===== src/hw/rtl/sgnms_pkg.sv =====
package sgnms_pkg;

  // Fixed field widths of the streaming interface
  localparam int COL_W   = 10;
  localparam int ROW_W   = 12;
  localparam int MAG_W   = 11;
  localparam int DIR_W   = 2;
  localparam int PIX_W   = 8;
  localparam int GRAD_W  = MAG_W + DIR_W;
  localparam int CFG_IDX_W  = 1;
  localparam int CFG_DATA_W = 13;
  localparam int CFG_WIDTH_BITS  = 11;
  localparam int CFG_HEIGHT_BITS = 13;

  // Register reset values
  localparam int WIDTH_RESET  = 640;
  localparam int HEIGHT_RESET = 480;

  // Register indexes
  localparam logic [CFG_IDX_W-1:0] REG_WIDTH  = 1'b0;
  localparam logic [CFG_IDX_W-1:0] REG_HEIGHT = 1'b1;

  // Direction sectors
  localparam logic [DIR_W-1:0] SEC_HORZ = 2'd0;
  localparam logic [DIR_W-1:0] SEC_NESW = 2'd1;
  localparam logic [DIR_W-1:0] SEC_VERT = 2'd2;
  localparam logic [DIR_W-1:0] SEC_NWSE = 2'd3;

  // Fixed tangent of 22.5 degrees as TAN_NUM / 2^TAN_SHIFT
  localparam int TAN_NUM   = 3393;
  localparam int TAN_SHIFT = 13;

  // Square root unit: radicand below 2^(2*SQRT_STEPS)
  localparam int SQRT_STEPS = 11;
  localparam int SQRT_IN_W  = 2 * SQRT_STEPS;
  localparam int SQRT_CNT_W = 4;

  typedef struct packed {
    logic             action;
    logic [PIX_W-1:0] pixel;
  } in_item_t;

  typedef struct packed {
    logic [COL_W-1:0] col;
    logic [ROW_W-1:0] row;
    logic [MAG_W-1:0] magnitude;
    logic [DIR_W-1:0] direction;
    logic             is_peak;
    logic             frame_end;
  } out_item_t;

endpackage


===== src/hw/rtl/sgnms_isqrt.sv =====
module sgnms_isqrt (
  input  logic                               clk,
  input  logic                               rst,
  input  logic                               start,
  input  logic [sgnms_pkg::SQRT_IN_W-1:0]    num,
  output logic                               done,
  output logic [sgnms_pkg::MAG_W-1:0]        root
);
  import sgnms_pkg::*;

  logic                  busy;
  logic [SQRT_CNT_W-1:0] k;
  logic [SQRT_IN_W-1:0]  rem;
  logic [SQRT_IN_W-1:0]  acc;
  logic [SQRT_IN_W-1:0]  bit_c;
  logic [SQRT_IN_W-1:0]  trial;

  assign bit_c = SQRT_IN_W'(1) << (2 * k);
  assign trial = acc + bit_c;
  assign root  = acc[MAG_W-1:0];

  // Resolve one result bit per cycle, top bit first
  always_ff @(posedge clk) begin
    if (rst) begin
      busy <= 1'b0;
      done <= 1'b0;
      k    <= '0;
    end else begin
      done <= 1'b0;
      if (start) begin
        busy <= 1'b1;
        k    <= SQRT_CNT_W'(SQRT_STEPS - 1);
        rem  <= num;
        acc  <= '0;
      end else if (busy) begin
        if (rem >= trial) begin
          rem <= rem - trial;
          acc <= (acc >> 1) + bit_c;
        end else begin
          acc <= acc >> 1;
        end
        if (k == '0) begin
          busy <= 1'b0;
          done <= 1'b1;
        end else begin
          k <= k - 1'b1;
        end
      end
    end
  end

  a_done_pulse: assert property (@(posedge clk) disable iff (rst) done |=> !done)
    else $error("square root done held longer than one cycle");
  a_no_restart: assert property (@(posedge clk) disable iff (rst) start |-> !busy)
    else $error("square root restarted while busy");
  a_root_range: assert property (@(posedge clk) disable iff (rst)
      done |-> acc < SQRT_IN_W'(1) << SQRT_STEPS)
    else $error("square root result out of range");

endmodule


===== config.mk =====
export PLATFORM = sky130hd
export DESIGN_NAME = sgnms_isqrt
export DESIGN_NICKNAME = d
export VERILOG_FILES = /design/src/hw/rtl/sgnms_pkg.sv /design/src/hw/rtl/sgnms_isqrt.sv
export SDC_FILE = /design/constraint.sdc
export NUM_CORES = 1
export LEC_CHECK = 0
export BUFFER_PORTS_ARGS = -buffer_cell sky130_fd_sc_hd__buf_4
export CAP_MARGIN = 20
export CORE_MARGIN = 8
export CORE_UTILIZATION = 40
export DETAILED_ROUTE_END_ITERATION = 8
export GPL_ROUTABILITY_DRIVEN = 0
export HOLD_SLACK_MARGIN = 0.15
export PLACE_DENSITY = 0.54
export SETUP_SLACK_MARGIN = 0.15
export SYNTH_ARGS = -nofsm -noshare
export SYNTH_HDL_FRONTEND = slang
export SYNTH_SLANG_ARGS = --single-unit

===== constraint.sdc =====
create_clock -name clk -period 12.6 [get_ports clk]
set_clock_uncertainty 0.05 [all_clocks]
set_input_delay 0.63 -clock clk [delete_from_list [all_inputs] [get_ports clk]]
set_output_delay 0.63 -clock clk [all_outputs]
set_load 0.02 [all_outputs]

==> metrics.txt <==
switching share of power 0.355; setup bufs post-CTS 0; clk sinks 50; post-route insts no fill 729; Max FO, Critical Path 24; crit end category flip-flop; Static Leak 1.94 nW; sequential fraction of design power 0.383; Finished Core Util 0.443; Final Hold Viols 0; Port Buf Inserts 36; ratio of cells with drive above 1 in the final layout 0.112; CTS Buffer Depth 2; post-synth cell types 68; Setup WS post-layout 6.98 ns; register bit total from synthesis 50; clock power share 0.266; post-cts sizing count 0; number of enable flip-flop cells after synthesis 44; Clock Latency Late Sink 0.30 ns; worst path arrival time 5.54 ns; placed cell count 721; core area 11900 sq um; Final min period 5.62 ns; top cells by area, synth edfxtp_1 27%, ha_1 9.8%, nand2_1 5.2%, o21ai_0 5.0%, xor2_1 4.5%; PwrDens 108 nW/um^2; final setup vio count 0; WHS 0.505 ns; area of the mapped netlist 4840 sq um; Area growth, synth to finish 8.97%; Syn Inst Count 574; Final Routed Wirelength 12.1 mm; detailed placer's ending HPWL 9.17 mm; YS warnings 0; Root Driver clkbuf_16; CP Launch Type flip-flop; GRT Resource Usage Total 0.155; Routed Antenna Nets 0; achievable frequency 178 MHz; Worst Setup Slack post-DPL 7.04 ns; vias after detailed routing 4136; largest net degree at the start of global routing 72; antenna fix cells 0; data required time of the critical path 12.53 ns; total grt overflow 0; vias per inst 5.67; Mean Syn Cell Area 8.43 sq um; Tcrit/Tclk final 0.446; prevailing post-synth register cell edfxtp_1; Synth top area share 0.273; Design Power 0.571 mW; drt drc 0; Nets 645; Max VDD drop 0.0611 mV; Worst Tran Pin Value 0.739 ns; fillers 1195; initial antenna violation count 0; row cnt 40; cts hold-fix bufs 0; Max Cap Violations 0; Pre-antenna DRT Iters 5; clock-pin slew on the worst setup and hold paths 0.07 ns; Die Span Y 126 um; register area share after synthesis 0.298; initial cell density of the core 0.406; Slew Viols, Final 0; DR WL/cell 16.7 um; Max H-tree Level 2; post-synth top area cell edfxtp_1; vias in the first global route 3936; slew margin rel. 0.506; most frequent cells after synthesis 67 x nand2_1, 48 x o21ai_0, 44 x edfxtp_1; Iteration-0 DRC Markers 253; Async SR Flop Fraction 0; io pins 37; die width 126 um; Switch Pwr 0.203 mW; cell-internal power 0.368 mW; share of power burned in combinational logic 0.351; Mapped Nets 638; design area 5270 sq um; count leader, synth nand2_1; status complete, no violations; Hold/Removal Path Class in2reg; RSZ-0062 raised after global routing false; CTS Buf Count 5; WS Path Type reg2reg; first-pass GRT wire length 20.0 mm; die area 15900 sq um; CTS tree yes; Fin Setup TNS 0 ns; Placement Cell Area 5110 sq um
logic make-up after synthesis:
group | count (synthesis) | synth area share
flip-flops | 50 | 0.298
adder cells (fa/ha/maj) | 43 | 0.111
AO/OA/AOI/OAI | 182 | 0.242
XOR/XNOR | 49 | 0.0887
multiplexers | 3 | 0.00672
buffers and inverters | 58 | 0.0579
AND/OR/NAND/NOR | 189 | 0.196
flip-flops by register name, indices dropped and copies added (netlist names):
register	count
acc	22
rem	22
done	1
busy	1
k	4
metal layers:
layer,global-route usage,wire (um),up-vias
met4,0.0524,152,0
met1,0.216,6200,1928
met2,0.240,5420,71
met3,0.0224,372,8
met5,0,0,-
li1,-,-,2129
area by class of cell:
type,instances,area (sq um),share of cell area
Clock buffer,6,150,0.0285
Clock inverter,2,10.0,0.00190
Inverter,19,71.3,0.0135
Multi-Input combinational cell,466,3120,0.592
Sequential cell,50,1440,0.273
Tap cell,147,184,0.0349
Timing Repair Buffer,39,293,0.0555
power groups by stage:
stage | registers (mW) | logic [mW] | clock network (mW)
after floorplan | 0.212 | 0.161 | 0
after global placement | 0.222 | 0.198 | 0
after detailed placement | 0.222 | 0.200 | 0
after CTS | 0.219 | 0.201 | 0.156
after global routing | 0.222 | 0.226 | 0.162
final | 0.219 | 0.200 | 0.152
cell usage in the layout, fill, tap and decap left out, drive strengths merged, types with 14 or more instances in the layout:
master / instances
inv: 19
xnor2: 24
a21oi: 43
nand3: 14
edfxtp: 44
nor2: 41
o21ai: 53
nand2: 67
buf: 39
xor2: 25
ha: 38
worst paths after layout:
| path | start | to | slack [ns] | cells after the start |
|---|---|---|---|---|
| worst max-delay path | k[1] | rem[15] | 6.98 | 19 |
| worst min-delay path | rst | k[1] | 0.51 | 2 |
| worst max register to register | k[1] | rem[15] | 6.98 | 19 |
| worst min register to register | busy | done | 0.51 | 1 |
worst max-delay path, stage by stage, from the launching register on:
cell      delay, ns
dfxtp_1        0.50
nor4_1         0.66
ha_1           0.31
nand2_1        0.07
maj3_2         0.35
o21ai_1        0.23
a31oi_1        0.20
o211ai_1       0.24
nand2_1        0.15
nor4_1         0.30
a311oi_1       0.09
ha_1           0.36
inv_1          0.10
nor3_1         0.20
nand2_1        0.07
nor4_1         0.27
a211oi_1       0.13
and2_1         0.41
a21boi_2       0.23
buf_4          0.33
(Power assumes the default switching activity.)
